File: src/hw/rtl/dvr_pkg.sv
// Shared types, constants and helpers of the Doppler velocity residual block.
`default_nettype none
package dvr_pkg;

  localparam int DATA_W   = 32;            // port word width
  localparam int FRAC_W   = 16;            // fraction bits of every word
  localparam int MAG_W    = 30;            // normalized magnitude, top bit at MAG_W-1
  localparam int SUM_W    = 2 * MAG_W + 2; // sum of three squares
  localparam int SQ_W     = SUM_W + 1;     // square root working width
  localparam int ROOT_W   = MAG_W + 1;     // floor(sqrt(sum))
  localparam int QUO_W    = FRAC_W + 2;    // direction quotient bits
  localparam int DIR_W    = QUO_W;         // signed direction component
  localparam int CROSS_W  = FRAC_W + 4;    // signed offset cross direction
  localparam int MOUNT_W  = FRAC_W + 3;    // signed mount offset component
  localparam int ADDR_W   = 5;             // byte address of six 32-bit registers

  localparam int SQRT_STAGES = 8;
  localparam int SQRT_STEPS  = 4;          // SQRT_STAGES * SQRT_STEPS = SQ_W / 2 + 1
  localparam int DIV_STAGES  = 6;
  localparam int DIV_STEPS   = 3;          // DIV_STAGES * DIV_STEPS = QUO_W

  // sensor mount offset, meters, rounded to FRAC_W fraction bits
  localparam logic signed [MOUNT_W-1:0] MOUNT_X = 19'sd93061;
  localparam logic signed [MOUNT_W-1:0] MOUNT_Y = 19'sd15729;
  localparam logic signed [MOUNT_W-1:0] MOUNT_Z = 19'sd89784;

  typedef enum logic [2:0] {
    REG_LIN_VEL_X,
    REG_LIN_VEL_Y,
    REG_LIN_VEL_Z,
    REG_ANG_VEL_X,
    REG_ANG_VEL_Y,
    REG_ANG_VEL_Z
  } cfg_reg_t;

  typedef logic signed [DATA_W-1:0] word_t;

  typedef struct packed {
    word_t x;
    word_t y;
    word_t z;
    word_t meas;
  } point_t;

  typedef struct packed {
    word_t x;
    word_t y;
    word_t z;
  } vec_t;

  typedef struct packed {
    vec_t lin;
    vec_t ang;
  } vel_t;

  // side band that rides along the pipeline
  typedef struct packed {
    word_t      meas;
    logic [2:0] neg;
    logic       zero;
  } tag_t;

  typedef struct packed {
    tag_t                   tag;
    logic [2:0][MAG_W-1:0]  mag;
    logic [SUM_W-1:0]       sum;
  } norm_t;

  typedef struct packed {
    tag_t                   tag;
    logic [2:0][MAG_W-1:0]  mag;
    logic [ROOT_W-1:0]      root;
  } root_t;

  typedef struct packed {
    tag_t                   tag;
    logic [2:0][DIR_W-1:0]  dir;
  } dir_t;

  typedef struct packed {
    word_t residual;
    word_t rot_x;
    word_t rot_y;
    word_t rot_z;
    word_t trans_x;
    word_t trans_y;
    word_t trans_z;
  } result_t;

  function automatic word_t saturate(logic signed [63:0] v);
    logic signed [63:0] hi;
    logic signed [63:0] lo;
    hi = (64'sd1 <<< (DATA_W - 1)) - 64'sd1;
    lo = -hi - 64'sd1;
    if (v > hi) begin
      return DATA_W'(hi);
    end else if (v < lo) begin
      return DATA_W'(lo);
    end
    return DATA_W'(v);
  endfunction

endpackage
`default_nettype wire

File: src/hw/rtl/dvr_isqrt.sv
// Pipelined integer square root, four bit pairs per stage.
`default_nettype none
module dvr_isqrt (
  input  logic            clk,
  input  logic            rst,
  input  logic            en,
  input  logic            in_valid,
  input  dvr_pkg::norm_t  in_data,
  output logic            out_valid,
  output dvr_pkg::root_t  out_data
);
  import dvr_pkg::*;

  logic                  v   [SQRT_STAGES+1];
  logic [SQ_W-1:0]       x   [SQRT_STAGES+1];
  logic [SQ_W-1:0]       r   [SQRT_STAGES+1];
  logic [2:0][MAG_W-1:0] mg  [SQRT_STAGES+1];
  tag_t                  tg  [SQRT_STAGES+1];

  assign v[0]  = in_valid;
  assign x[0]  = SQ_W'(in_data.sum);
  assign r[0]  = '0;
  assign mg[0] = in_data.mag;
  assign tg[0] = in_data.tag;

  for (genvar s = 0; s < SQRT_STAGES; s++) begin : g_stage
    logic [SQ_W-1:0] x_next, r_next;

    always_comb begin
      logic [SQ_W-1:0] bv;
      x_next = x[s];
      r_next = r[s];
      for (int k = 0; k < SQRT_STEPS; k++) begin
        bv = SQ_W'(1) << (SQ_W - 1 - 2 * (s * SQRT_STEPS + k));
        if (x_next >= r_next + bv) begin
          x_next = x_next - (r_next + bv);
          r_next = (r_next >> 1) + bv;
        end else begin
          r_next = r_next >> 1;
        end
      end
    end

    always_ff @(posedge clk) begin
      if (rst) begin
        v[s+1] <= 1'b0;
      end else if (en) begin
        v[s+1] <= v[s];
      end
    end

    always_ff @(posedge clk) begin
      if (en) begin
        x[s+1]  <= x_next;
        r[s+1]  <= r_next;
        mg[s+1] <= mg[s];
        tg[s+1] <= tg[s];
      end
    end
  end

  assign out_valid     = v[SQRT_STAGES];
  assign out_data.tag  = tg[SQRT_STAGES];
  assign out_data.mag  = mg[SQRT_STAGES];
  assign out_data.root = ROOT_W'(r[SQRT_STAGES]);
endmodule
`default_nettype wire

File: config.mk
export PLATFORM = sky130hd
export DESIGN_NAME = dvr_isqrt
export DESIGN_NICKNAME = d
export VERILOG_FILES = /design/src/hw/rtl/dvr_pkg.sv /design/src/hw/rtl/dvr_isqrt.sv
export SDC_FILE = /design/constraint.sdc
export NUM_CORES = 2
export LEC_CHECK = 0
export ABC_CLOCK_PERIOD_IN_PS = 25000
export BUFFER_PORTS_ARGS = -buffer_cell sky130_fd_sc_hd__clkbuf_2
export CAP_MARGIN = 5
export CORE_AREA = 2 2 491 493
export CTS_CLUSTER_DIAMETER = 80
export DETAILED_ROUTE_END_ITERATION = 12
export DIE_AREA = 0 0 493 495
export GPL_TIMING_DRIVEN = 0
export PLACE_DENSITY_LB_ADDON = 0.05
export SLEW_MARGIN = 20
export SYNTH_ARGS = -nofsm -noshare
export SYNTH_HDL_FRONTEND = slang
export SYNTH_SLANG_ARGS = --single-unit
File: constraint.sdc
create_clock -name clk -period 25 [get_ports clk]
set_clock_uncertainty 0.1 [all_clocks]
set_input_delay 6.25 -clock clk [delete_from_list [all_inputs] [get_ports clk]]
set_output_delay 6.25 -clock clk [all_outputs]
set_load 0.01 [all_outputs]
## Word-level counts from Yosys, hierarchy flattened

Index checks and enable logic that the tools add are counted.

| storage, ports and cells | value |
|---|---|
| flip-flop bits (word level) | 1929 |
| latch bits | 0 |
| bits in writable memories | 0 |
| bits in read-only memories | 0 |
| input port bits | 192 |
| output and inout bits | 158 |
| memories kept | 0 |

| cells by class | value |
|---|---|
| $add $sub $neg | 93 |
| multiply operators | 0 |
| divide/modulo/power cells | 0 |
| order comparisons | 32 |
| equal/unequal tests | 0 |
| shift operators | 0 |
| mux-type cells | 63 |
| bitwise gates (word level) | 0 |
| reduce and logical (&&, ||, !) cells | 0 |

Operators by type and width:

| cell | number |
|---|---|
| $mux 63 | 55 |
| $ge 63x63->1 | 31 |
| $sub 63x63->63 | 30 |
| $mux 62 | 7 |
| $add 62x11->63 const B | 1 |
| $add 62x13->63 const B | 1 |
| $add 62x15->63 const B | 1 |
| $add 62x17->63 const B | 1 |
| $add 62x19->63 const B | 1 |
| $add 62x21->63 const B | 1 |
| $add 62x23->63 const B | 1 |
| $add 62x25->63 const B | 1 |
| $add 62x27->63 const B | 1 |
| $add 62x29->63 const B | 1 |
| $add 62x3->63 const B | 1 |
| $add 62x31->63 const B | 1 |
| $add 62x33->63 const B | 1 |
| $add 62x35->63 const B | 1 |
| $add 62x37->63 const B | 1 |
| $add 62x39->63 const B | 1 |
| $add 62x41->63 const B | 1 |
| $add 62x43->63 const B | 1 |
| $add 62x45->63 const B | 1 |
| $add 62x47->63 const B | 1 |
| 45 further kinds | 45 |

## Depth between registers and ports, before layout

| logic depth | value |
|---|---|
| depth in word-level cells | 12 |
| depth in mapped cells | 76 |

## Least setup slack after synthesis

Ideal clock, no wire load.

| path | value |
|---|---|
| kind | flip-flop to flip-flop |
| from | reg x[113] in the netlist's numbering |
| to | reg r, in the netlist out_data[0], data pin |
| arrival time | 13.908 ns |
| path slack | 10.727 ns |
| cell stages (with the launch flop) | 70 |
| path through | edfxtp_1 or3_1 or4_1 clkbuf_1 or2_2 o211ai_1 a311o_1 clkbuf_1 buf_1 clkbuf_1 a21oi_1 ha_1 clkbuf_1 a21oi_1 o21bai_1 a21o_1 a21oi_1 o21ai_0 [... 34 more ...] nand2b_1 a21oi_1 nor2b_1 o21ai_0 nand2b_1 a21oi_1 nor2_1 a211oi_1 o21ai_0 nand2_1 nand2_1 or4_1 a211oi_1 o211ai_1 a2111oi_0 nand4_1 nor4b_1 nand3_1 |

| on the way | value |
|---|---|
| word-level cells in the longest chain between the ends | 11 |

Ends and longest elaborated chain:

| element | line | RTL |
|---|---|---|
| start: declaration | dvr_isqrt.sv:15 | `logic [SQ_W-1:0] x [SQRT_STAGES+1];` |
| start signal: indexed assignment | dvr_isqrt.sv:54 | `x[s+1] <= x_next;` |
| $ge 63x63->1 | dvr_isqrt.sv:35 | `if (x_next >= r_next + bv) begin` |
| $mux 63 | dvr_isqrt.sv:35 |  |
| $add 63x5->63 | dvr_isqrt.sv:35, dvr_isqrt.sv:36 |  |
| $ge 63x63->1 | dvr_isqrt.sv:35 |  |
| $mux 63 | dvr_isqrt.sv:35 |  |
| $add 63x3->63 | dvr_isqrt.sv:35, dvr_isqrt.sv:36 |  |
| $ge 63x63->1 | dvr_isqrt.sv:35 |  |
| $mux 63 | dvr_isqrt.sv:35 |  |
| $add 63x1->63 | n/a |  |
| $ge 63x63->1 | dvr_isqrt.sv:35 |  |
| $mux 31 * | dvr_isqrt.sv:35 |  |
| end signal: indexed assignment | dvr_isqrt.sv:55 | `r[s+1] <= r_next;` |
| end: declaration | dvr_isqrt.sv:16 | `logic [SQ_W-1:0] r [SQRT_STAGES+1];` |

Every way passes the cells marked *; elsewhere a longest branch is shown, timed or not.
A chain may end at the register's enable or synchronous reset.

## Worst setup path after layout

| path | value |
|---|---|
| from | reg r[80] in the netlist's numbering |
| to | reg r, in the netlist out_data[0], data pin |

| on the way | value |
|---|---|
| word-level cells in the longest chain between the ends | 12 |

Ends and longest elaborated chain:

| element | line |
|---|---|
| $add 63x7->63 | dvr_isqrt.sv:35, dvr_isqrt.sv:36 |
| $ge 63x63->1 | dvr_isqrt.sv:35 |
| $mux 63 | dvr_isqrt.sv:35 |
| $add 63x5->63 | dvr_isqrt.sv:35, dvr_isqrt.sv:36 |
| $ge 63x63->1 | dvr_isqrt.sv:35 |
| $mux 63 | dvr_isqrt.sv:35 |
| $add 63x3->63 | dvr_isqrt.sv:35, dvr_isqrt.sv:36 |
| $ge 63x63->1 | dvr_isqrt.sv:35 |
| $mux 63 | dvr_isqrt.sv:35 |
| $add 63x1->63 | n/a |
| $ge 63x63->1 | dvr_isqrt.sv:35 |
| $mux 31 * | dvr_isqrt.sv:35 |

Marks and branches as above.

==> flow_summary.ini <==
[yosys]
yosys_warnings = 0
synth_edf_count = 1585
syn_avg_cell_area_sq_um = 10.70
async_flop_share_pct = 0
syn_inst = 8896
ys_seq_area_share_pct = 50.17
synthFlopType = edfxtp_1
syn_area_sq_mm = 0.09518
ys_types = 116
ys_ff_latch = 1593
syn_nets = 9622

[timing]
hold_viol = 0
post-route-period-util_pct = 85.24
rsz0062_at_grt = no
worst_slack_ns = 3.690
tns_ns = 0
slew_viol_final = 0
slew_headroom_pct = 28.86
worst_slew_pin_slew_ns = 1.058
setup_viol = 0
timing.fmax_mhz = 46.93
min_period_ns = 21.31

[floorplanning]
core_area_sq_mm = 0.2392
io_pins = 350
rows = 180
chipWidth_um = 493
die_h_um = 495
dieArea_sq_mm = 0.2440
initial_core_util_pct = 39.80

[critical_path]
r2r_start = r[80]
crit_path_frequent_cell = clkbuf_1
required_ns = 25.46
r2r_cells = 70
critPathLaunchType = flop
r2r_setup_slack_ns = 3.69
end_kind = flop
endpoint = out_data[0]
max_stage_delay_ns = 0.78
crit_path_top_delay_cell = nor3_1
worstPathArrival_ns = 21.77
path_max_fanout = 11
critical_path_class = flop to flop
worstReg2RegEnd = out_data[0]
cp-startpoint = r[80]

[global_routing]
grt_overflow = 0
grt.total_usage_pct = 23.16
grt_max_degree = 100
grt_pass1_wl_um = 432900
antenna_found_initial = 11
grt_pass1_vias = 69240

[power_and_ir_drop]
total_power_mw = 14.85
p_per_area_mw_per_mm2 = 138.3
p_leak_nw = 40.54
max-vdd-ir-drop_mv = 0.1270

[run_status]
run_status = complete, but fails checks
violations = design-rule violations

[route]
via_per_inst = 5.612
postRouteAntennaNets = 0
routedWlPerCell_um = 22.72
drtIter0Drc = 5697
drt_wl_total_um = 290300
vias = 71710
drc = 22
drtPass1Iterations = 12

[worst_hold_path]
hold_path.class = flop to flop

[clock_tree]
postCtsHoldBufs = 0
clkSlewWorstSetupHoldPaths_ns = 0.06
clock_path_buffers = 3
cts_setup_buffers = 0
cts_sinks = 1593
numCtsBuffers = 177
ctsResizeCount = 0
cts_tree = built
clock_latency_ns = 0.85
ctsHtreeMaxLevel = 4
cts-root-buf = clkbuf_16

[cells_and_area]
syn_to_final_growth_pct = 12.81
drive_above_1_share_pct = 10.68
num-nets-final = 10170
fill_cells = 22760
final_common_cell = edfxtp_1
mostFrequentLayoutCells = 1585 x edfxtp_1, 746 x a21oi_1, 716 x nor2_1

[placement]
gp_congestion = 0.9439
hpwl_um = 230700
dp_slack_ns = 4.011
portBuffers = 348

[flow_run]
drv_cap = 0
## per-layer routing
metal | vias to the layer above | wire length, um | GRT usage (%)
met5 | - | 0 | 0
met4 | 0 | 8136 | 6.722
met3 | 398 | 13600 | 2.904
met2 | 1855 | 139700 | 39.20
met1 | 34850 | 128900 | 31.04
li1 | 34610 | - | -
## final cells by class
class | instances | area [sq um] | share of cell area [%]
clock inverters | 116 | 1320 | 1.229
diodes | 6 | 15.01 | 0.01398
inverters | 371 | 1393 | 1.297
repair buffers | 367 | 2251 | 2.096
clock buffers | 208 | 4577 | 4.262
plain buffers | 392 | 2069 | 1.927
multi-input cells | 6540 | 44010 | 40.99
flip-flops and latches | 1593 | 47760 | 44.47
well taps | 3185 | 3985 | 3.711
## power breakdown
group / switching, mW / internal [mW] / leakage (nW) / total [mW]
registers: 0.235 / 3.45 / 15.4 / 3.68
clock network: 1.10 / 1.48 / 2.85 / 2.58
logic: 5.40 / 3.18 / 22.3 / 8.59
## cells in the mapped netlist, drive strengths merged, types with 65 or more instances
master,n,area [sq um]
edfxtp,1585,47600
a21oi,747,3750
nor2,717,2694
nand2,628,2380
ha,534,6681
xnor2,502,4404
o21ai,418,2096
inv,370,1389
xor2,268,2347
a21o,266,1997
nor3,216,1112
nand3,212,1061
buf,196,1334
clkbuf,196,735.7
nor4,195,1318
nand4,194,1214
nand2b,94,588.1
nor2b,89,556.8
and3,87,544.3
or3,85,541.8
o21bai,82,615.6
o21a,81,608.1
a211oi,78,613.1
o31ai,78,595.6
and2,76,475.5
or4,74,570.5
a31oi,73,493.0
mux2,65,754.5
## worst min-delay path by stage
stage	startpoint	end	slack, ns	depth (start not counted)
after floorplan	mg[190]	mg[100]	0.30	0
after global placement	tg[161]	tg[125]	0.30	0
after detailed placement	mg[209]	mg[119]	0.30	0
after CTS	mg[627]	mg[537]	0.27	0
after global routing	mg[96]	out_data[37]	0.27	0
final	mg[96]	out_data[37]	0.26	0
## per-stage QoR
stage / instances / util [%] / area, sq um / hold WS (ns)
floorplan: 8896 / - / 95180 / 0.3003
global placement: 12430 / 42.19 / 100900 / 0.3001
detailed placement: 12450 / 42.41 / 101400 / 0.3045
CTS: 12770 / 44.88 / 107300 / 0.2653
global route: 12770 / 44.89 / 107400 / 0.2729
finish: 12780 / 44.90 / 107400 / 0.2607
## registers in the layout, summed over array words and instances, names as in the netlist
| signal | count |
|---|---|
| v | 7 |
| out_data | 157 |
| out_valid | 1 |
| mg | 630 |
| r | 105 |
| x | 441 |
| tg | 252 |
## critical path: cells and delay by family, from the launching register on
kind | cells | cell delay, ns
and+or+nand+nor | 23 | 5.62
adders and majority gates | 4 | 1.34
AOI/OAI and AO/OA | 27 | 6.07
buffers and inverters | 16 | 7.33
DFF | 1 | 0.54
## cells by family (layout without fill, tap and decap cells)
kind of cell | Yosys count | count (layout) | share of synthesized area (%)
simple gates | 2908 | 2908 | 15.81
flops | 1593 | 1593 | 50.17
buf+inv | 763 | 1454 | 3.637
mux | 105 | 105 | 1.226
fa+ha+maj | 534 | 534 | 7.019
compound gates | 2223 | 2223 | 15.04
xor+xnor | 770 | 770 | 7.093
other cells | 0 | 6 | 0
(Power assumes the default switching activity.)
