**src/hw/rtl/dvr_pkg.sv**
```systemverilog
// Shared types, constants and helpers of the Doppler velocity residual block.
`default_nettype none
package dvr_pkg;

  localparam int DATA_W   = 32;            // port word width
  localparam int FRAC_W   = 16;            // fraction bits of every word
  localparam int MAG_W    = 30;            // normalized magnitude, top bit at MAG_W-1
  localparam int SUM_W    = 2 * MAG_W + 2; // sum of three squares
  localparam int SQ_W     = SUM_W + 1;     // square root working width
  localparam int ROOT_W   = MAG_W + 1;     // floor(sqrt(sum))
  localparam int QUO_W    = FRAC_W + 2;    // direction quotient bits
  localparam int DIR_W    = QUO_W;         // signed direction component
  localparam int CROSS_W  = FRAC_W + 4;    // signed offset cross direction
  localparam int MOUNT_W  = FRAC_W + 3;    // signed mount offset component
  localparam int ADDR_W   = 5;             // byte address of six 32-bit registers

  localparam int SQRT_STAGES = 8;
  localparam int SQRT_STEPS  = 4;          // SQRT_STAGES * SQRT_STEPS = SQ_W / 2 + 1
  localparam int DIV_STAGES  = 6;
  localparam int DIV_STEPS   = 3;          // DIV_STAGES * DIV_STEPS = QUO_W

  // sensor mount offset, meters, rounded to FRAC_W fraction bits
  localparam logic signed [MOUNT_W-1:0] MOUNT_X = 19'sd93061;
  localparam logic signed [MOUNT_W-1:0] MOUNT_Y = 19'sd15729;
  localparam logic signed [MOUNT_W-1:0] MOUNT_Z = 19'sd89784;

  typedef enum logic [2:0] {
    REG_LIN_VEL_X,
    REG_LIN_VEL_Y,
    REG_LIN_VEL_Z,
    REG_ANG_VEL_X,
    REG_ANG_VEL_Y,
    REG_ANG_VEL_Z
  } cfg_reg_t;

  typedef logic signed [DATA_W-1:0] word_t;

  typedef struct packed {
    word_t x;
    word_t y;
    word_t z;
    word_t meas;
  } point_t;

  typedef struct packed {
    word_t x;
    word_t y;
    word_t z;
  } vec_t;

  typedef struct packed {
    vec_t lin;
    vec_t ang;
  } vel_t;

  // side band that rides along the pipeline
  typedef struct packed {
    word_t      meas;
    logic [2:0] neg;
    logic       zero;
  } tag_t;

  typedef struct packed {
    tag_t                   tag;
    logic [2:0][MAG_W-1:0]  mag;
    logic [SUM_W-1:0]       sum;
  } norm_t;

  typedef struct packed {
    tag_t                   tag;
    logic [2:0][MAG_W-1:0]  mag;
    logic [ROOT_W-1:0]      root;
  } root_t;

  typedef struct packed {
    tag_t                   tag;
    logic [2:0][DIR_W-1:0]  dir;
  } dir_t;

  typedef struct packed {
    word_t residual;
    word_t rot_x;
    word_t rot_y;
    word_t rot_z;
    word_t trans_x;
    word_t trans_y;
    word_t trans_z;
  } result_t;

  function automatic word_t saturate(logic signed [63:0] v);
    logic signed [63:0] hi;
    logic signed [63:0] lo;
    hi = (64'sd1 <<< (DATA_W - 1)) - 64'sd1;
    lo = -hi - 64'sd1;
    if (v > hi) begin
      return DATA_W'(hi);
    end else if (v < lo) begin
      return DATA_W'(lo);
    end
    return DATA_W'(v);
  endfunction

endpackage
`default_nettype wire

```
**src/hw/rtl/dvr_cfg.sv**
```systemverilog
// APB register file for the ego linear and angular velocity.
`default_nettype none
module dvr_cfg (
  input  logic                       clk,
  input  logic                       rst,
  input  logic                       psel,
  input  logic                       penable,
  input  logic                       pwrite,
  input  logic [dvr_pkg::ADDR_W-1:0] paddr,
  input  logic [dvr_pkg::DATA_W-1:0] pwdata,
  output logic [dvr_pkg::DATA_W-1:0] prdata,
  output logic                       pready,
  output dvr_pkg::vel_t              vel
);
  import dvr_pkg::*;

  cfg_reg_t idx;
  assign idx    = cfg_reg_t'(paddr[ADDR_W-1:2]);
  assign pready = 1'b1;

  always_ff @(posedge clk) begin
    if (rst) begin
      vel <= '0;
    end else if (psel && penable && pwrite) begin
      case (idx)
        REG_LIN_VEL_X: vel.lin.x <= pwdata;
        REG_LIN_VEL_Y: vel.lin.y <= pwdata;
        REG_LIN_VEL_Z: vel.lin.z <= pwdata;
        REG_ANG_VEL_X: vel.ang.x <= pwdata;
        REG_ANG_VEL_Y: vel.ang.y <= pwdata;
        REG_ANG_VEL_Z: vel.ang.z <= pwdata;
        default: ;
      endcase
    end
  end

  always_comb begin
    case (idx)
      REG_LIN_VEL_X: prdata = vel.lin.x;
      REG_LIN_VEL_Y: prdata = vel.lin.y;
      REG_LIN_VEL_Z: prdata = vel.lin.z;
      REG_ANG_VEL_X: prdata = vel.ang.x;
      REG_ANG_VEL_Y: prdata = vel.ang.y;
      REG_ANG_VEL_Z: prdata = vel.ang.z;
      default:       prdata = '0;
    endcase
  end
endmodule
`default_nettype wire

```
**config.mk**
```make
export PLATFORM = sky130hd
export DESIGN_NAME = dvr_cfg
export DESIGN_NICKNAME = d
export VERILOG_FILES = /design/src/hw/rtl/dvr_pkg.sv /design/src/hw/rtl/dvr_cfg.sv
export SDC_FILE = /design/constraint.sdc
export NUM_CORES = 1
export LEC_CHECK = 0
export ABC_CLOCK_PERIOD_IN_PS = 1900
export BUFFER_PORTS_ARGS = -buffer_cell sky130_fd_sc_hd__clkbuf_2
export CORE_ASPECT_RATIO = 0.75
export CORE_MARGIN = 8
export CORE_UTILIZATION = 35
export DETAILED_ROUTE_END_ITERATION = 6
export GPL_ROUTABILITY_DRIVEN = 0
export GPL_TIMING_DRIVEN = 0
export SLEW_MARGIN = 10
export SYNTH_ARGS = -nofsm -noshare
export SYNTH_HDL_FRONTEND = slang
export SYNTH_SLANG_ARGS = --single-unit
```
**constraint.sdc**
```tcl
create_clock -name clk -period 1.9 [get_ports clk]
set_clock_uncertainty 0.15 [all_clocks]
set_input_delay 0.38 -clock clk [delete_from_list [all_inputs] [get_ports clk]]
set_output_delay 0.38 -clock clk [all_outputs]
set_load 0.05 [all_outputs]
```
# == Word-level counts from Yosys, hierarchy flattened ==
# Cells that the tools add are included.
# classes
eq_ne,5
mux,1
n_reduce_logical,9
# ops
op,count
case mux 32 bit (6 select lines),1
AND reduction 2 bit,6
"equality test 3 x 2 -> 1 bit, second input constant",2
"equality test 3 bit, second input constant",2
"equality test 3 x 1 -> 1 bit, second input constant",1
zero test 3 bit,1
logical AND 1 bit,2
# totals
ff_bits,192
in_bits,42

# == Longest topological paths before layout ==
# Gate-level depths: netlist of the first run.
# depth
depth_word,3
mapped_depth,7
ltp_nobuf,3

# == Least setup slack after synthesis of the first run ==
# OpenSTA, ideal clock, no wires.
# synth_timing
path_type,input port to output port
startpoint,in paddr[2] (netlist name)
endpoint,out prdata[0] (netlist name)
arrival_time_ps,2219
required_ps,1370
path_slack_ps,-849
cell_stages,5
path_cell_list,buf_6 -> buf_2 -> nor2_1 -> a22oi_1 -> o21ai_0
# synth_between
elab_chain_cells,2
elab_cells_between_ends,7
cone_classes,5 x eq/ne; 1 x mux; 1 x reduce/logical
# synth_rtl
element,line,text
from (decl),dvr_cfg.sv:9,"input logic [dvr_pkg::ADDR_W-1:0] paddr,"
equality test 3 bit (tied with other cells),dvr_cfg.sv:38,case (idx)
case mux 32 bit (6 select lines) *,dvr_cfg.sv:38,
to (decl),dvr_cfg.sv:11,"output logic [dvr_pkg::DATA_W-1:0] prdata,"
# Every way passes the cells marked *; elsewhere a longest branch is shown, timed or not.

# == Worst setup path after layout of the first run ==
# layout_timing
startpoint,in paddr[2] (netlist name)
endpoint,out prdata[9] (netlist name)
# Same word-level chain as after synthesis.

==> flow_metrics.env, run 1 <==
export IMPL_crit_family="buffers and inverters"
export IMPL_mostFrequentLayoutCells="235 x clkbuf_2, 224 x nand2b_1, 205 x mux2i_1"
export IMPL_worst_slew_pin_slew_ns=0.683
export IMPL_rsz0062_at_grt="yes"
export IMPL_fill_cells=2350
export IMPL_crit_chain="buf_8 > buf_12 > buf_12 > buf_12 > mux2i_2 > o32ai_1 > a221o_2 > clkbuf_16"
export IMPL_max_slew_margin_rel_pct=54.4
export IMPL_viasPerCell=5.10
export IMPL_fp_row_count=51
export IMPL_crit_path_max_fanout=6
export IMPL_critPathSlowestCell="a221o_2"
export IMPL_period_share_pct=116
export IMPL_dieHeight_um=156
export IMPL_antenna_found_initial=0
export IMPL_cap_viol_max_count=0
export IMPL_start_util_pct=35.3
export IMPL_first_pass_iters=4
export IMPL_seq_area_frac_synth_pct=42.2
export IMPL_critical_path_buf_inv_count=5
export IMPL_met3WireLength_mm=2.50
export IMPL_drtIter0Drc=385
export IMPL_slowest_delay_ns=0.34
export IMPL_diodes=0
export IMPL_largestRegisters="vel: 192 flops"
export IMPL_mostFrequentLayoutCell="clkbuf_2"
export IMPL_synth_cells=861
export IMPL_area_growth_pct=45.6
export IMPL_boundaryPins=267
export IMPL_ir_worst_vdd_mv=0.622
export IMPL_fin_util_pct=51.4
export IMPL_grt_overflow_total=0
export IMPL_drv_slew=0
export IMPL_grt_pass1_wl_mm=56.5
export IMPL_routedWlPerCell_um=25.6
export IMPL_hold_class="input pin to register"
export IMPL_htreeDepth=4
export IMPL_place_area_um2=11300
export IMPL_chipWidth_um=202
export IMPL_fin_nets=1213
export IMPL_remaining_drc_errors=0
export IMPL_hold_viol_final=0
export IMPL_clockBufferDepth=2
export IMPL_core_um2=25800
export IMPL_yosys_cell_types_count=31
export IMPL_grtUsageTotal_pct=24.2
export IMPL_fp_dieArea_um2=31500
export IMPL_first_global_vias=8196
export IMPL_hpwl_mm=26.4
export IMPL_cp_required_ns=1.37
export IMPL_status="finished with violations"
export IMPL_vias=7790
export IMPL_synth_area_um2=9110
export IMPL_min_period_ns=2.20
export IMPL_grt_max_degree=17
export IMPL_cts_root_buf="clkbuf_16"
export IMPL_cellPowerDensity_nw_per_um2=665
export IMPL_wl_mm=39.0
export IMPL_antenna_left=0
export IMPL_end_kind="primary output"
export IMPL_worstSetupPathType="input pin to primary output"
export IMPL_drive_above_1_share_pct=43.5
export IMPL_route_met2_wl_mm=17.6
export IMPL_clk_latency_ns=0.43
export IMPL_worstPathArrival_ns=1.67
export IMPL_drt_met1_wl_mm=18.2
export IMPL_cts_tree="done"
export IMPL_clock_sinks=192
export IMPL_syn_nets=903
export IMPL_cp_start_kind="input pin"
export IMPL_largest_reg_flops=192
export IMPL_ys_warn_count=0
export IMPL_highest_layer="met4"
export IMPL_avgSynthCellArea_um2=10.6
export IMPL_postLayoutCellArea_um2=13300
export IMPL_fmax_mhz=454
export IMPL_cpMostUsedCell="buf_12"
export IMPL_port_buffers=262
export IMPL_max_flop_register="vel"
export IMPL_pre_cts_ws_ns=-1.06
export IMPL_synth_seq_cells=192
export IMPL_timing_final_ws_setup_ns=-0.303
export IMPL_p_leak_uw=0.00633
export IMPL_violations="negative setup slack"
export IMPL_cts_buffers=17
export IMPL_setup_viol=32
export IMPL_clkTransAtPathRegs_ns=0.07
## cell families (layout without fill, tap and decap cells)
group,Yosys count,in the layout,share of synthesized area (%)
AO/OA/AOI/OAI,66,66,5.82
other,1,1,0.0412
flip-flops,192,192,42.2
buffers and inverters,81,401,4.79
multiplexers,266,266,29.8
AND/OR/NAND/NOR,255,256,17.3
## power by group
group / internal [µW] / switching, µW
combinational: 436 / 678
sequential: 4050 / 30.1
clock: 2000 / 1620
total: 6490 / 2330
## metrics by stage
step           power [µW]  cells  hold slack [ns]  setup TNS [ns]
2_1_floorplan        4720    861            0.488          -0.281
4_1_cts              8830   1516            0.170           -8.37
3_3_place_gp         5050   1467            0.322          -74.38
6_report             8820   1526            0.190           -7.64
3_5_place_dp         5050   1467            0.330          -79.35
5_1_grt              9080   1526            0.203           -8.70
## path summary, 6_finish.rpt
check	depth (start not counted)	end	startpoint	slack, ns
worst max-delay path	8	prdata[9]	paddr[2]	-0.30
worst min-delay path	3	vel[53]$_SDFFE_PP0P_	pwdata[21]	0.19
worst max register to register	2	vel[21]$_SDFFE_PP0P_	vel[21]$_SDFFE_PP0P_	1.02
worst min register to register	2	vel[148]$_SDFFE_PP0P_	vel[148]$_SDFFE_PP0P_	0.34
## synth_stat cells (all sizes together)
| master | n | area (µm²) |
|---|---|---|
| a21oi | 4 | 20.0 |
| a221o | 10 | 100 |
| a221oi | 4 | 35.0 |
| a22oi | 12 | 90.1 |
| a32oi | 8 | 70.1 |
| and2 | 4 | 27.5 |
| and4 | 1 | 11.3 |
| and4b | 1 | 10.0 |
| buf | 37 | 270 |
| clkbuf | 33 | 125 |
| conb | 1 | 3.75 |
| dfxtp | 192 | 3840 |
| inv | 11 | 41.3 |
| mux2 | 44 | 495 |
| mux2i | 222 | 2220 |
| nand2 | 16 | 77.6 |
| nand2b | 226 | 1410 |
| nor2 | 2 | 7.51 |
| nor2b | 4 | 25.0 |
| o21ai | 8 | 40.0 |
| o221ai | 10 | 87.6 |
| o32ai | 10 | 87.6 |
| or2 | 1 | 6.26 |
## final cells by class
cell class / instances / area, µm² / share of cell area (%)
repair buffers: 292 / 2040 / 15.4
clock inverters: 9 / 110 / 0.830
inverters: 11 / 45.0 / 0.340
plain buffers: 68 / 682 / 5.14
clock buffers: 21 / 460 / 3.47
multi-input cells: 589 / 5640 / 42.5
flip-flops and latches: 192 / 3850 / 29.0
well taps: 344 / 430 / 3.25
## worst reg2reg max path: cells and delay by family, from the launching register on
kind          cells  cell delay [ns]
simple gates      1             0.08
mux               1             0.15
flops             1             0.42
## routing by layer
layer | up-vias | global-route usage (%)
li1 | 3620 | -
met1 | 3869 | 32.7
met2 | 265 | 38.1
met3 | 36 | 5.77
met4 | 0 | 6.62
met5 | - | 0
## timing repair
item / 4_1_cts / 5_1_grt
pin swaps: 14 / 13
gates resized for setup: 181 / 58
endpoints found under the setup margin: 32 / 102
cloned: 7 / 1
setup buffers: 14 / 10
hold buffers: 0 / 0
Power figures use the tool's default switching activity.
==> run 2, diff against run 1 <==
--- a/config.mk
+++ b/config.mk
@@ -9,7 +9,8 @@
 export BUFFER_PORTS_ARGS = -buffer_cell sky130_fd_sc_hd__clkbuf_2
 export CORE_ASPECT_RATIO = 0.75
 export CORE_MARGIN = 8
-export CORE_UTILIZATION = 35
+export CORE_UTILIZATION = 25
+export CTS_BUF_LIST = sky130_fd_sc_hd__clkbuf_8
 export DETAILED_ROUTE_END_ITERATION = 6
 export GPL_ROUTABILITY_DRIVEN = 0
 export GPL_TIMING_DRIVEN = 0
==> run 2 against run 1 <==
  * The flow still finishes with violations (negative setup slack)
  * Combinational power rose by 4%
  * Non-clock buffer count increased by 15
  * Hold slack got worse by 0.076 ns
  * Setup slack worse by 0.044 ns
  * Clock power down 22%
  * Flip-flop and latch count unchanged
  * Final cell count is 9.0% higher
  * Cell area is 1.3% higher
  * Maximum frequency down 2.0%
  * Die area increased by 36%
  * Register-to-register slack worse by 0.03 ns
==> flow_metrics.env, run 2 (synthesis results as in run 1) <==
export IMPL_largest_reg_flops=192
export IMPL_max_flop_register="vel"
export IMPL_remaining_drc_errors=0
export IMPL_clockBufferDepth=2
export IMPL_status="finished with violations"
export IMPL_area_growth_pct=47.4
export IMPL_start_util_pct=25.4
export IMPL_cp_start_kind="input pin"
export IMPL_min_from="pwdata[6]"
export IMPL_cts_tree="done"
export IMPL_rsz0062_at_grt="yes"
export IMPL_boundaryPins=267
export IMPL_clk_latency_ns=0.49
export IMPL_antenna_found_initial=1
export IMPL_p_int_uw=5680
export IMPL_chipWidth_um=236
export IMPL_grt_overflow_total=0
export IMPL_seq_power_share_pct=50.6
export IMPL_dieHeight_um=181
export IMPL_worst_slew_pin_slew_ns=0.771
export IMPL_place_area_um2=11500
export IMPL_violations="negative setup slack"
export IMPL_grtUsageTotal_pct=19.5
export IMPL_finalSetupTns_ns=-7.68
export IMPL_viasPerCell=4.76
export IMPL_mostFrequentLayoutCells="232 x clkbuf_2, 225 x nand2b_1, 208 x mux2i_1"
export IMPL_p_total_uw=8050
export IMPL_fmax_mhz=445
export IMPL_clkTransAtPathRegs_ns=0.11
export IMPL_largestRegisters="vel: 192 flops"
export IMPL_stdcell_count=1663
export IMPL_hpwl_mm=29.8
export IMPL_first_pass_iters=5
export IMPL_cts_buffers=17
export IMPL_fin_nets=1227
export IMPL_first_global_vias=8326
export IMPL_drtIter0Drc=450
export IMPL_crit_path_max_fanout=10
export IMPL_startpoint="paddr[3]"
export IMPL_numPlacedInstances=1588
export IMPL_grt_max_degree=17
export IMPL_timing_rr_start="vel[30]$_SDFFE_PP0P_"
export IMPL_cts_root_buf="clkbuf_8"
export IMPL_setup_viol=32
export IMPL_end_kind="primary output"
export IMPL_drv_slew=0
export IMPL_fp_row_count=60
export IMPL_antenna_left=0
export IMPL_fin_util_pct=37.4
export IMPL_postLayoutCellArea_um2=13400
export IMPL_cellPowerDensity_nw_per_um2=600
export IMPL_grt_pass1_wl_mm=60.8
export IMPL_htreeDepth=4
export IMPL_worstPathArrival_ns=1.72
export IMPL_mostFrequentLayoutCell="clkbuf_2"
export IMPL_core_um2=35900
export IMPL_max_slew_margin_rel_pct=48.6
export IMPL_p_sw_uw=2370
export IMPL_clockPowerShare_pct=35.1
export IMPL_p_leak_uw=0.00637
export IMPL_vias=7922
export IMPL_cp_required_ns=1.37
export IMPL_hold_viol_final=0
export IMPL_wl_mm=43.6
export IMPL_min_period_ns=2.25
export IMPL_routedWlPerCell_um=26.2
export IMPL_cap_viol_max_count=0
export IMPL_worstSetupPathType="input pin to primary output"
export IMPL_timing_final_ws_setup_ns=-0.347
export IMPL_ir_worst_vdd_mv=0.432
export IMPL_port_buffers=262
export IMPL_p_comb_share_pct=14.3
export IMPL_clock_sinks=192
export IMPL_period_share_pct=118
export IMPL_drive_above_1_share_pct=47.5
export IMPL_fp_dieArea_um2=42900
export IMPL_hold_class="input pin to register"
export IMPL_swShare_pct=29.4
run 2: cell count changes in the layout (fill, tap and decap cells not counted), moves of 4 or more:
cell       delta
buf_6         +5
nand2_2       +6
nand2_1       -6
clkbuf_8      +8
dfxtp_2      +39
buf_12        -4
buf_4        +19
buf_16        +4
dfxtp_1      -42
mux2_2       -13
mux2_4       +13
clkbuf_16    -17
run 2: path summary, 6_finish.rpt:
kind                           endpoint  slack, ns  cells after the start
setup / recovery             prdata[19]      -0.35                      7
hold / removal     vel[70]$_SDFFE_PP0P_       0.11                      3
setup reg to reg   vel[30]$_SDFFE_PP0P_       0.99                      2
hold reg to reg   vel[144]$_SDFFE_PP0P_       0.34                      2
run 2: layout make-up:
class | instances | area [µm²]
clock buffer | 18 | 248
buffer | 68 | 672
timing repair buffer | 307 | 2150
clock inverter | 13 | 143
sequential | 192 | 3910
inverter | 11 | 45.0
fill | 3533 | 22500
antenna | 1 | 2.50
tap | 465 | 582
multi-input combinational | 588 | 5670
run 2: worst max-delay path: stages:
cell	delay (ns)
clkbuf_8	0.14
buf_12	0.14
buf_4	0.13
clkbuf_8	0.22
o32ai_1	0.34
a221o_2	0.20
buf_8	0.14
run 2: stage by stage:
step | setup WS, ns | hold WS, ns
2_1_floorplan | -0.0304 | 0.488
3_3_place_gp | -1.09 | 0.321
3_5_place_dp | -1.19 | 0.326
4_1_cts | -0.338 | 0.0780
5_1_grt | -0.377 | 0.0979
6_report | -0.347 | 0.114
run 2: power groups by stage:
stage	Clock (µW)	Sequential, µW	Combinational (µW)
final	2830	4080	1150
after global routing	3080	4080	1190
after CTS	2940	4080	1080
after detailed placement	0	4170	920
after global placement	0	4170	915
after floorplan	0	4270	451
run 2: repair_timing:
| action | in CTS | in global routing |
|---|---|---|
| hold buffers | 0 | 0 |
| cloned | 3 | 4 |
| endpoints found under the setup margin | 80 | 51 |
| setup buffers | 24 | 14 |
| endpoints found under the hold margin | 0 | 0 |
| resized for setup | 186 | 110 |
| pin swaps | 12 | 20 |
run 2: per-layer routing:
| layer | vias to the layer above | routed length, µm | share of wire, % | GRT usage, % |
|---|---|---|---|---|
| met2 | 236 | 20100 | 46 | 31.2 |
| met4 | 0 | 1140 | 2.6 | 6.34 |
| met3 | 44 | 2020 | 4.6 | 4.30 |
| met5 | - | 0 | 0 | 0 |
| met1 | 3989 | 20400 | 47 | 25.7 |
| li1 | 3653 | - | - | - |
==> run 3, diff against run 2 <==
--- a/config.mk
+++ b/config.mk
@@ -6,14 +6,15 @@
 export NUM_CORES = 1
 export LEC_CHECK = 0
 export ABC_CLOCK_PERIOD_IN_PS = 1900
-export BUFFER_PORTS_ARGS = -buffer_cell sky130_fd_sc_hd__clkbuf_2
 export CORE_ASPECT_RATIO = 0.75
 export CORE_MARGIN = 8
 export CORE_UTILIZATION = 25
 export CTS_BUF_LIST = sky130_fd_sc_hd__clkbuf_8
 export DETAILED_ROUTE_END_ITERATION = 6
+export DONT_BUFFER_PORTS = 1
 export GPL_ROUTABILITY_DRIVEN = 0
 export GPL_TIMING_DRIVEN = 0
+export RECOVER_POWER = 50
 export SLEW_MARGIN = 10
 export SYNTH_ARGS = -nofsm -noshare
 export SYNTH_HDL_FRONTEND = slang
==> run 3 against run 2 <==
  * The flow still finishes with violations (negative setup slack)
  * Highest routed layer unchanged
  * Clock power up 6%
  * First-iteration DRC count down 15%
  * Cell area down 12%
  * Wire length down 2.5%
  * Setup slack better by 0.0046 ns
  * Die area unchanged
  * Critical path depth down 2
  * Clock-buffer cell count unchanged
==> flow_metrics.env, run 3 (synthesis results as in run 1) <==
export IMPL_crit_path_max_fanout=10
export IMPL_critical_path_buf_inv_count=2
export IMPL_setup_viol=37
export IMPL_port_buffers=0
export IMPL_rsz0062_at_grt="yes"
export IMPL_end_kind="primary output"
export IMPL_clockBufferDepth=2
export IMPL_max_slew_margin_rel_pct=45.1
export IMPL_hold_viol_final=0
export IMPL_numPlacedInstances=1326
export IMPL_met3WireLength_mm=3.70
export IMPL_worst_slew_pin_slew_ns=0.824
export IMPL_crit_chain="buf_4 > buf_4 > nor2b_4 > a32oi_2 > o21ai_4"
export IMPL_fin_hold_ws_ns=0.0478
export IMPL_timing_final_ws_setup_ns=-0.342
export IMPL_critPathSlowestCell="nor2b_4"
export IMPL_crit_family="buffers and inverters"
export IMPL_fp_dieArea_um2=42900
export IMPL_drt_met1_wl_mm=18.1
export IMPL_worstPathArrival_ns=1.71
export IMPL_drive_above_1_share_pct=46.5
export IMPL_first_pass_iters=5
export IMPL_antenna_found_initial=1
export IMPL_cellPowerDensity_nw_per_um2=670
export IMPL_vias=6931
export IMPL_chipWidth_um=236
export IMPL_grt_overflow_total=0
export IMPL_antenna_left=0
export IMPL_cpMostUsedCell="buf_4"
export IMPL_period_share_pct=118
export IMPL_largest_reg_flops=192
export IMPL_pre_cts_ws_ns=-0.751
export IMPL_largestRegisters="vel: 192 flops"
export IMPL_clock_sinks=192
export IMPL_cts_buffers=17
export IMPL_dieHeight_um=181
export IMPL_cp_required_ns=1.37
export IMPL_finalSetupTns_ns=-9.14
export IMPL_fin_nets=941
export IMPL_highest_layer="met4"
export IMPL_fp_row_count=60
export IMPL_drtIter0Drc=382
export IMPL_mostFrequentLayoutCells="225 x nand2b_1, 198 x mux2i_1, 119 x dfxtp_2"
export IMPL_routedWlPerCell_um=30.8
export IMPL_mostFrequentLayoutCell="nand2b_1"
export IMPL_wl_mm=42.5
export IMPL_grtUsageTotal_pct=19.6
export IMPL_grt_pass1_wl_mm=59.4
export IMPL_boundaryPins=267
export IMPL_slowest_delay_ns=0.37
export IMPL_min_period_ns=2.24
export IMPL_status="finished with violations"
export IMPL_cts_root_buf="clkbuf_8"
export IMPL_first_global_vias=7321
export IMPL_clkTransAtPathRegs_ns=0.12
export IMPL_cts_tree="done"
export IMPL_htreeDepth=4
export IMPL_remaining_drc_errors=0
export IMPL_fmax_mhz=446
export IMPL_worstSetupPathType="input pin to primary output"
export IMPL_route_met2_wl_mm=19.4
export IMPL_p_leak_uw=0.00502
export IMPL_hold_class="input pin to register"
export IMPL_core_um2=35900
export IMPL_clk_latency_ns=0.50
export IMPL_cap_viol_max_count=0
export IMPL_max_flop_register="vel"
export IMPL_cp_start_kind="input pin"
export IMPL_violations="negative setup slack"
export IMPL_area_growth_pct=30.4
export IMPL_ir_worst_vdd_mv=0.372
export IMPL_viasPerCell=5.03
export IMPL_grt_max_degree=19
export IMPL_start_util_pct=25.4
export IMPL_stdcell_count=1379
export IMPL_hpwl_mm=29.5
export IMPL_drv_slew=0
export IMPL_fill_cells=3592
## run 3: path summary, 6_finish.rpt
path	start	to	slack (ns)	depth (start not counted)
setup / recovery	paddr[3]	prdata[16]	-0.34	5
hold / removal	pwdata[19]	vel[19]$_SDFFE_PP0P_	0.05	2
setup reg to reg	vel[19]$_SDFFE_PP0P_	vel[19]$_SDFFE_PP0P_	0.70	2
hold reg to reg	vel[71]$_SDFFE_PP0P_	vel[71]$_SDFFE_PP0P_	0.44	2
## run 3: final cells by class
cell class	count	area [µm²]	share of cell area, %
multi-input cells	588	5870	49.4
clock inverters	14	170	1.43
flip-flops and latches	192	4230	35.6
clock buffers	18	248	2.09
plain buffers	68	512	4.31
inverters	11	45.0	0.379
well taps	465	582	4.90
repair buffers	21	215	1.81
diodes	2	5.00	0.0421
## run 3: metal layers
layer  vias to the layer above  GRT usage [%]
met1                      3530           23.8
met2                       274           31.3
met5                         -              0
met3                        61           8.16
li1                       3066              -
met4                         0           5.80
## run 3: stage by stage
stage          util (%)  power, µW  instance area, µm²
2_1_floorplan         -       4720                9590
3_3_place_gp       28.4       5020               10200
5_1_grt            33.1       8270               11900
4_1_cts            33.1       7970               11900
3_5_place_dp       28.4       5030               10200
6_report           33.1       7950               11900
## run 3: timing repair
item                                    in CTS  in global routing
hold buffers                                18                  0
endpoints found under the hold margin       93                  0
pin swaps                                   35                 17
buffers inserted                             3                  0
endpoints found under the setup margin      80                 89
gates resized for setup                    436                 59
## run 3: power breakdown
part	total, µW	switching [µW]	internal, µW
clock network	2990	1740	1250
registers	4110	144	3970
logic	853	564	289
total	7950	2440	5510
